**config.mk**
```make
export PLATFORM = sky130hd
export DESIGN_NAME = length_prefixed_frame_receiver
export DESIGN_NICKNAME = d
export VERILOG_FILES = /design/src/rtl/lpfr_pkg.sv /design/src/rtl/lpfr_parser.sv /design/src/rtl/lpfr_out_reg.sv /design/src/rtl/length_prefixed_frame_receiver.sv
export SDC_FILE = /design/constraint.sdc
export NUM_CORES = 1
export LEC_CHECK = 0
export BUFFER_PORTS_ARGS = -buffer_cell sky130_fd_sc_hd__buf_4
export CAP_MARGIN = 10
export CORE_AREA = 2 2 106 118
export CTS_BUF_LIST = sky130_fd_sc_hd__clkbuf_8
export DETAILED_ROUTE_END_ITERATION = 12
export DIE_AREA = 0 0 108 120
export PLACE_DENSITY = 0.79
export SYNTH_ARGS = -nofsm -noshare
export SYNTH_HDL_FRONTEND = slang
export SYNTH_SLANG_ARGS = --single-unit
```
**constraint.sdc**
```tcl
create_clock -name clk -period 7.5 [get_ports clk]
set_input_delay 0.75 -clock clk [delete_from_list [all_inputs] [get_ports clk]]
set_output_delay 0.75 -clock clk [all_outputs]
set_load 0.1 [all_outputs]
```
**src/rtl/lpfr_pkg.sv**
```systemverilog
`timescale 1ns / 1ps
`default_nettype none

package lpfr_pkg;

  localparam int unsigned ByteW     = 8;
  localparam int unsigned PosW      = 9;
  localparam int unsigned OutDataW  = 48;

  localparam logic [ByteW-1:0] SumInit       = 8'hFF;
  localparam logic [ByteW-1:0] MaxPayloadRst = 8'd252;
  localparam logic [ByteW-1:0] HeaderLen     = 8'd3;
  localparam logic [PosW-1:0]  FirstPayload  = 9'd4;
  localparam logic [PosW-1:0]  FrameOverhead = 9'd4;

  typedef enum logic [1:0] {
    STATUS_OK        = 2'd0,
    STATUS_SHORT     = 2'd1,
    STATUS_BAD_SUM   = 2'd2,
    STATUS_TOO_LONG  = 2'd3
  } lpfr_status_t;

  // One result beat as it leaves the parser.
  typedef struct packed {
    logic [ByteW-1:0] payload_length;
    logic [ByteW-1:0] frame_seq;
    logic [ByteW-1:0] frame_ref;
    logic [ByteW-1:0] frame_type;
    lpfr_status_t     status;
    logic [ByteW-1:0] data_byte;
    logic             data_valid;
    logic             frame_end;
  } lpfr_result_t;

endpackage

`default_nettype wire

```
**src/rtl/lpfr_parser.sv**
```systemverilog
`timescale 1ns / 1ps
`default_nettype none

module lpfr_parser (
  input  wire logic                       clk,
  input  wire logic                       rst_n,
  input  wire logic                       accept,
  input  wire logic [lpfr_pkg::ByteW-1:0] rx_byte,
  input  wire logic [lpfr_pkg::ByteW-1:0] max_payload_len,
  output lpfr_pkg::lpfr_result_t          result
);

  logic [lpfr_pkg::PosW-1:0]  pos_r, pos_nxt;
  logic [lpfr_pkg::PosW-1:0]  total_r, total_nxt;
  logic [lpfr_pkg::ByteW-1:0] len_r, len_nxt;
  logic [lpfr_pkg::ByteW-1:0] even_r, even_nxt;
  logic [lpfr_pkg::ByteW-1:0] odd_r, odd_nxt;
  logic [lpfr_pkg::ByteW-1:0] type_r, type_nxt;
  logic [lpfr_pkg::ByteW-1:0] ref_r, ref_nxt;
  logic [lpfr_pkg::ByteW-1:0] seq_r, seq_nxt;

  logic [lpfr_pkg::PosW-1:0]  total_cur;
  logic [lpfr_pkg::ByteW-1:0] len_cur;
  logic [lpfr_pkg::PosW:0]    pos_inc;
  logic                       is_last;
  logic                       is_payload;
  logic                       is_short;
  logic [lpfr_pkg::ByteW-1:0] plen;
  lpfr_pkg::lpfr_status_t     status;

  always_comb begin
    // The length byte takes effect on the same beat it arrives.
    if (pos_r == '0) begin
      len_cur   = rx_byte;
      total_cur = {1'b0, rx_byte} + lpfr_pkg::FrameOverhead
                  - {{(lpfr_pkg::PosW-1){1'b0}}, rx_byte[0]};
    end else begin
      len_cur   = len_r;
      total_cur = total_r;
    end

    type_nxt = (pos_r == 9'd1) ? rx_byte : type_r;
    ref_nxt  = (pos_r == 9'd2) ? rx_byte : ref_r;
    seq_nxt  = (pos_r == 9'd3) ? rx_byte : seq_r;

    even_nxt = pos_r[0] ? even_r : (even_r ^ rx_byte);
    odd_nxt  = pos_r[0] ? (odd_r ^ rx_byte) : odd_r;

    is_payload = (pos_r >= lpfr_pkg::FirstPayload) && (pos_r <= {1'b0, len_r});
    pos_inc    = {1'b0, pos_r} + 10'd1;
    is_last    = pos_inc >= {1'b0, total_cur};

    is_short = len_cur < lpfr_pkg::HeaderLen;
    plen     = is_short ? '0 : (len_cur - lpfr_pkg::HeaderLen);
    if (is_short) begin
      status = lpfr_pkg::STATUS_SHORT;
    end else if ((even_nxt != '0) || (odd_nxt != '0)) begin
      status = lpfr_pkg::STATUS_BAD_SUM;
    end else if (plen > max_payload_len) begin
      status = lpfr_pkg::STATUS_TOO_LONG;
    end else begin
      status = lpfr_pkg::STATUS_OK;
    end

    result.data_valid     = is_payload;
    result.data_byte      = is_payload ? rx_byte : '0;
    result.frame_end      = is_last;
    result.status         = is_last ? status : lpfr_pkg::STATUS_OK;
    result.frame_type     = is_last ? type_nxt : '0;
    result.frame_ref      = is_last ? ref_nxt : '0;
    result.frame_seq      = is_last ? seq_nxt : '0;
    result.payload_length = is_last ? plen : '0;

    // At the end of a frame the tracker rearms for the next length byte.
    if (is_last) begin
      pos_nxt   = '0;
      total_nxt = '0;
      len_nxt   = '0;
      even_nxt  = lpfr_pkg::SumInit;
      odd_nxt   = lpfr_pkg::SumInit;
    end else begin
      pos_nxt   = pos_inc[lpfr_pkg::PosW-1:0];
      total_nxt = total_cur;
      len_nxt   = len_cur;
    end
  end

  always_ff @(posedge clk) begin
    if (!rst_n) begin
      pos_r   <= '0;
      total_r <= '0;
      len_r   <= '0;
      even_r  <= lpfr_pkg::SumInit;
      odd_r   <= lpfr_pkg::SumInit;
      type_r  <= '0;
      ref_r   <= '0;
      seq_r   <= '0;
    end else if (accept) begin
      pos_r   <= pos_nxt;
      total_r <= total_nxt;
      len_r   <= len_nxt;
      even_r  <= even_nxt;
      odd_r   <= odd_nxt;
      type_r  <= type_nxt;
      ref_r   <= ref_nxt;
      seq_r   <= seq_nxt;
    end
  end

endmodule

`default_nettype wire

```
**src/rtl/lpfr_out_reg.sv**
```systemverilog
`timescale 1ns / 1ps
`default_nettype none

module lpfr_out_reg (
  input  wire logic                   clk,
  input  wire logic                   rst_n,
  input  wire logic                   load_valid,
  output logic                        load_ready,
  input  wire lpfr_pkg::lpfr_result_t load_data,
  output logic                        out_valid,
  input  wire logic                   out_ready,
  output lpfr_pkg::lpfr_result_t      out_data
);

  logic                   valid_r;
  lpfr_pkg::lpfr_result_t data_r;

  // The register refills in the same cycle its beat is taken.
  assign load_ready = !valid_r || out_ready;
  assign out_valid  = valid_r;
  assign out_data   = data_r;

  always_ff @(posedge clk) begin
    if (!rst_n) begin
      valid_r <= 1'b0;
    end else if (load_ready) begin
      valid_r <= load_valid;
    end
  end

  always_ff @(posedge clk) begin
    if (load_ready && load_valid) begin
      data_r <= load_data;
    end
  end

endmodule

`default_nettype wire

```
**src/rtl/length_prefixed_frame_receiver.sv**
```systemverilog
`timescale 1ns / 1ps
`default_nettype none

// An accepted input beat's result beat appears on the out_ side in the next cycle.
// Throughput: one byte per cycle while out_tready is high, set by the frame tracker
// update feeding the output register, which refills in the cycle its beat is taken.
// Reset (rst_n low, synchronous): the tracker waits for a length byte, both
// checksum lanes return to 0xFF, held header bytes clear and max_payload_len is 252.

module length_prefixed_frame_receiver (
  input  wire logic        clk,
  input  wire logic        rst_n,

  // Received byte stream.
  input  wire logic        in_tvalid,
  output logic             in_tready,
  input  wire logic [7:0]  in_tdata,   // [7:0] rx_byte

  // One result beat per received byte.
  output logic             out_tvalid,
  input  wire logic        out_tready,
  output logic [lpfr_pkg::OutDataW-1:0] out_tdata,
                                       // [7:0] data_byte, [9:8] status,
                                       // [17:10] frame_type, [25:18] frame_ref,
                                       // [33:26] frame_seq, [41:34] payload_length,
                                       // [47:42] zero
  output logic             out_tlast,  // frame_end
  output logic             out_tuser,  // [0] data_valid

  // Configuration write of max_payload_len.
  input  wire logic        cfg_valid,
  output logic             cfg_ready,
  input  wire logic [7:0]  cfg_data
);

  logic [lpfr_pkg::ByteW-1:0] max_len_r;
  logic                       in_accept;
  lpfr_pkg::lpfr_result_t     parse_res;
  lpfr_pkg::lpfr_result_t     held_res;

  // The limit register takes a write on any cycle; the user must send writes only
  // while idle, which the block does not enforce, so no frame sees it change halfway.
  assign cfg_ready = 1'b1;

  always_ff @(posedge clk) begin
    if (!rst_n) begin
      max_len_r <= lpfr_pkg::MaxPayloadRst;
    end else if (cfg_valid) begin
      max_len_r <= cfg_data;
    end
  end

  assign in_accept = in_tvalid && in_tready;

  // The tracker builds each result straight from the incoming byte and its
  // own state, and advances that state only when the beat is accepted.
  lpfr_parser u_parser (
    .clk             (clk),
    .rst_n           (rst_n),
    .accept          (in_accept),
    .rx_byte         (in_tdata),
    .max_payload_len (max_len_r),
    .result          (parse_res)
  );

  // The output register separates the two handshakes, so a waiting result
  // does not hold up the next byte unless the consumer is stalled.
  lpfr_out_reg u_out_reg (
    .clk        (clk),
    .rst_n      (rst_n),
    .load_valid (in_tvalid),
    .load_ready (in_tready),
    .load_data  (parse_res),
    .out_valid  (out_tvalid),
    .out_ready  (out_tready),
    .out_data   (held_res)
  );

  assign out_tdata = {6'd0,
                      held_res.payload_length,
                      held_res.frame_seq,
                      held_res.frame_ref,
                      held_res.frame_type,
                      held_res.status,
                      held_res.data_byte};
  assign out_tlast = held_res.frame_end;
  assign out_tuser = held_res.data_valid;

endmodule

`default_nettype wire
```
==> flow_metrics.env <==
export IMPL_place_port_buffers=66
export IMPL_die_area_sq_um=13000
export IMPL_cts_root_buf="clkbuf_8"
export IMPL_wl_um=18300
export IMPL_cts_resized=0
export IMPL_synth_top_family_by_area="simple AND/OR/NAND/NOR gates"
export IMPL_dp_cells=990
export IMPL_reg2reg_slack_ps=2580
export IMPL_slowest_stage="or4b_1"
export IMPL_clock_skew_ps=6.61
export IMPL_finalWorstSetupSlack_ps=2580
export IMPL_hold_path_class="register to register"
export IMPL_endpoint_kind="register"
export IMPL_grt_usage=0.290
export IMPL_htree_levels=4
export IMPL_wire_per_inst_um=17.9
export IMPL_core_area_sq_um=11800
export IMPL_clk_path_buf_depth=2
export IMPL_gp_congestion=0.896
export IMPL_place_hpwl_um=12000
export IMPL_final_net_count=914
export IMPL_cts_tree="done"
export IMPL_vias_per_cell=6.26
export IMPL_synth_fa_ha_area_frac=0.0686
export IMPL_synth_area_top_cells="dfxtp_1, edfxtp_1, a21oi_1"
export IMPL_post_cts_buffers=0
export IMPL_die_w_um=108
export IMPL_clk_latency_ps=440
export IMPL_fin_total_pwr_mw=1.85
export IMPL_report_final_hold_viol_count=0
export IMPL_pre_cts_ws_ps=2790
export IMPL_clkSinkCount=119
export IMPL_crit_chain="inv_1 > ha_1 > or4b_1 > nor2_2 > nand2_1 > mux2i_1 > a21oi_1 > ha_1 > a21o_1 > a211oi_1 > o21ai_1 > a21oi_4 > buf_4 > a21oi_1 > o32ai_1"
export IMPL_synth_top_area_frac=0.217
export IMPL_grt_overflow=0
export IMPL_fmax_mhz=203
export IMPL_min_period_over_period=0.656
export IMPL_synth_edff_count=44
export IMPL_grt_busiest_layer="met2"
export IMPL_worstReg2RegEnd="u_parser.len_r[4]"
export IMPL_worstPathArrival_ps=5260
export IMPL_report_final_slew_viol_count=0
export IMPL_cts_buffers=17
export IMPL_worstRegToRegCells=15
export IMPL_crit_end="u_parser.len_r[4]"
export IMPL_grt_pass1_wl_um=29400
export IMPL_rows=42
export IMPL_hp_start="u_parser.total_r[0]"
export IMPL_synth_cells=835
export IMPL_grt_max_degree=76
export IMPL_seq_area_frac_synth=0.407
export IMPL_violations="design-rule violations"
export IMPL_area_growth_pct=11.8
export IMPL_p_leak_nw=3.04
export IMPL_antenna_found_initial=0
export IMPL_nFillCells=979
export IMPL_synth_cell_area_sq_um=6930
export IMPL_synth_simple_area_share=0.219
export IMPL_max_slew_margin=0.364
export IMPL_synth_area_leader_cell="dfxtp_1"
export IMPL_finalSetupTns_ps=0
export IMPL_die_h_um=120
export IMPL_async_reset_ff_frac=0
export IMPL_fin_area_sq_um=7750
export IMPL_avgSynthCellArea_sq_um=8.30
export IMPL_cpPeakStageDelay_ps=600
export IMPL_criticalPathCategory="register to register"
export IMPL_rsz0062_at_grt="false"
export IMPL_reg2reg_from="u_parser.pos_r[0]"
export IMPL_via_count=6401
export IMPL_crit_path_max_fanout=48
export IMPL_yosysWarnings=0
export IMPL_dpl_cell_area_sq_um=7300
export IMPL_synth_ff_latch_count=119
export IMPL_grt_util_met3=0.0478
export IMPL_cp_start_kind="register"
export IMPL_grt_util_met1=0.375
export IMPL_status="complete, but fails checks"
export IMPL_netlist_top_cells_count="nand2_1, a21oi_1, nor2_1"
export IMPL_drc_errors=1
export IMPL_synth_mux_area_frac=0.0116
export IMPL_first_iter_violations=569
export IMPL_synth_cell_types=61
export IMPL_cts_hold_buffers=0
export IMPL_dr_pass1_iters=10
export IMPL_ir_drop_mv=0.132
export IMPL_antenna_cells=0
export IMPL_grt_pass1_vias=5865
export IMPL_finalNonFillerCells=1022
export IMPL_yosysMostFrequentCell="nand2_1"
export IMPL_finalSetupViolations=0
export IMPL_start_util=0.586
export IMPL_clk_pin_slew_ps=80
export IMPL_drive_above_1_share=0.138
export IMPL_cp_startpoint="u_parser.pos_r[0]"
export IMPL_cp_required_ps=7850
export IMPL_max_cap_viol_count=0
export IMPL_worstMarginPinSlew_ps=952
export IMPL_ios=74
export IMPL_synth_compound_area_frac=0.192
export IMPL_use_met2=0.473
export IMPL_min_period_ps=4920
export IMPL_synth_xor_xnor_area_share=0.0291
export IMPL_power_density_nw_per_um2=239
export IMPL_synth_ff_type="dfxtp_1"
export IMPL_ant_nets=0
## critical path, delay by kind of cell (launching register included)
family                     cells  cell delay (ps)
buffers and inverters          2              980
AOI/OAI and AO/OA              7             1590
and+or+nand+nor                3             1100
muxes                          1              200
DFF                            1              330
adders and majority gates      2              640
## how the worst min path moves through the flow
stage,slack (ps),cells past startpoint,to
6_report,430,2,u_parser.total_r[0]
5_1_grt,460,2,u_parser.total_r[0]
4_1_cts,430,2,u_parser.total_r[0]
3_5_place_dp,420,2,u_parser.total_r[0]
3_3_place_gp,430,2,u_parser.total_r[0]
2_1_floorplan,410,2,u_parser.total_r[0]
## stage by stage
step / utilization / hold WS, ps
after floorplan: - / 405
after global placement: 0.618 / 431
after detailed placement: 0.618 / 419
after CTS: 0.656 / 430
after global routing: 0.656 / 462
final: 0.656 / 431
## cell type report
| class | instances | area, sq um | area share |
|---|---|---|---|
| clock inverters | 15 | 215 | 0.0278 |
| well taps | 154 | 193 | 0.0249 |
| clock buffers | 17 | 234 | 0.0302 |
| inverters | 30 | 113 | 0.0145 |
| multi-input cells | 616 | 3640 | 0.470 |
| flip-flops and latches | 119 | 2820 | 0.364 |
| repair buffers | 71 | 533 | 0.0688 |
## cell families (layout without fill, tap and decap cells)
| group | count (synthesis) | in the layout |
|---|---|---|
| xor+xnor | 23 | 23 |
| compound gates | 227 | 227 |
| flops | 119 | 119 |
| mux | 8 | 8 |
| fa+ha+maj | 38 | 38 |
| other cells | 2 | 7 |
| simple gates | 313 | 313 |
| buf+inv | 105 | 133 |
## sequential cells by signal, indices dropped and copies added, names as in the netlist
name / flops
max_len_r: 8
u_out_reg.out_data: 44
u_out_reg.out_valid: 1
u_parser.even_r: 8
u_parser.len_r: 8
u_parser.odd_r: 8
u_parser.pos_r: 9
u_parser.ref_r: 8
u_parser.seq_r: 8
u_parser.total_r: 9
u_parser.type_r: 8
## cell usage in the layout, fill, tap and decap left out, drive strengths merged, types with 5 or more instances in the layout
master | synthesis | routed
a31oi | 7 | 7
nor3 | 14 | 14
o22ai | 10 | 10
clkbuf | 53 | 17
dfxtp | 75 | 75
nor2 | 80 | 80
nand2 | 114 | 114
mux2i | 8 | 8
nand3 | 32 | 32
or3 | 9 | 9
o211ai | 7 | 7
o32ai | 6 | 6
edfxtp | 44 | 44
buf | 22 | 71
ha | 38 | 38
a21o | 10 | 10
o21ai | 57 | 57
inv | 28 | 35
conb | 2 | 7
nor4 | 23 | 23
o21a | 5 | 5
o31ai | 6 | 6
a211oi | 6 | 6
o311ai | 5 | 5
xor2 | 7 | 7
a21oi | 96 | 96
clkinv | 2 | 6
or4 | 8 | 8
and2 | 5 | 5
xnor2 | 16 | 16
## routing by layer
| layer | share of wire | vias up |
|---|---|---|
| met5 | 0 | - |
| met4 | 0.028 | 0 |
| met3 | 0.074 | 55 |
| met2 | 0.49 | 315 |
| met1 | 0.40 | 3020 |
| li1 | - | 3011 |
## power breakdown
| group | internal (mW) | switching, mW | leakage, nW |
|---|---|---|---|
| Combinational | 0.128 | 0.328 | 1.75 |
| Sequential | 0.706 | 0.0253 | 1.06 |
| Clock | 0.371 | 0.291 | 0.228 |
No activity file was read; power rests on OpenSTA's default activity.
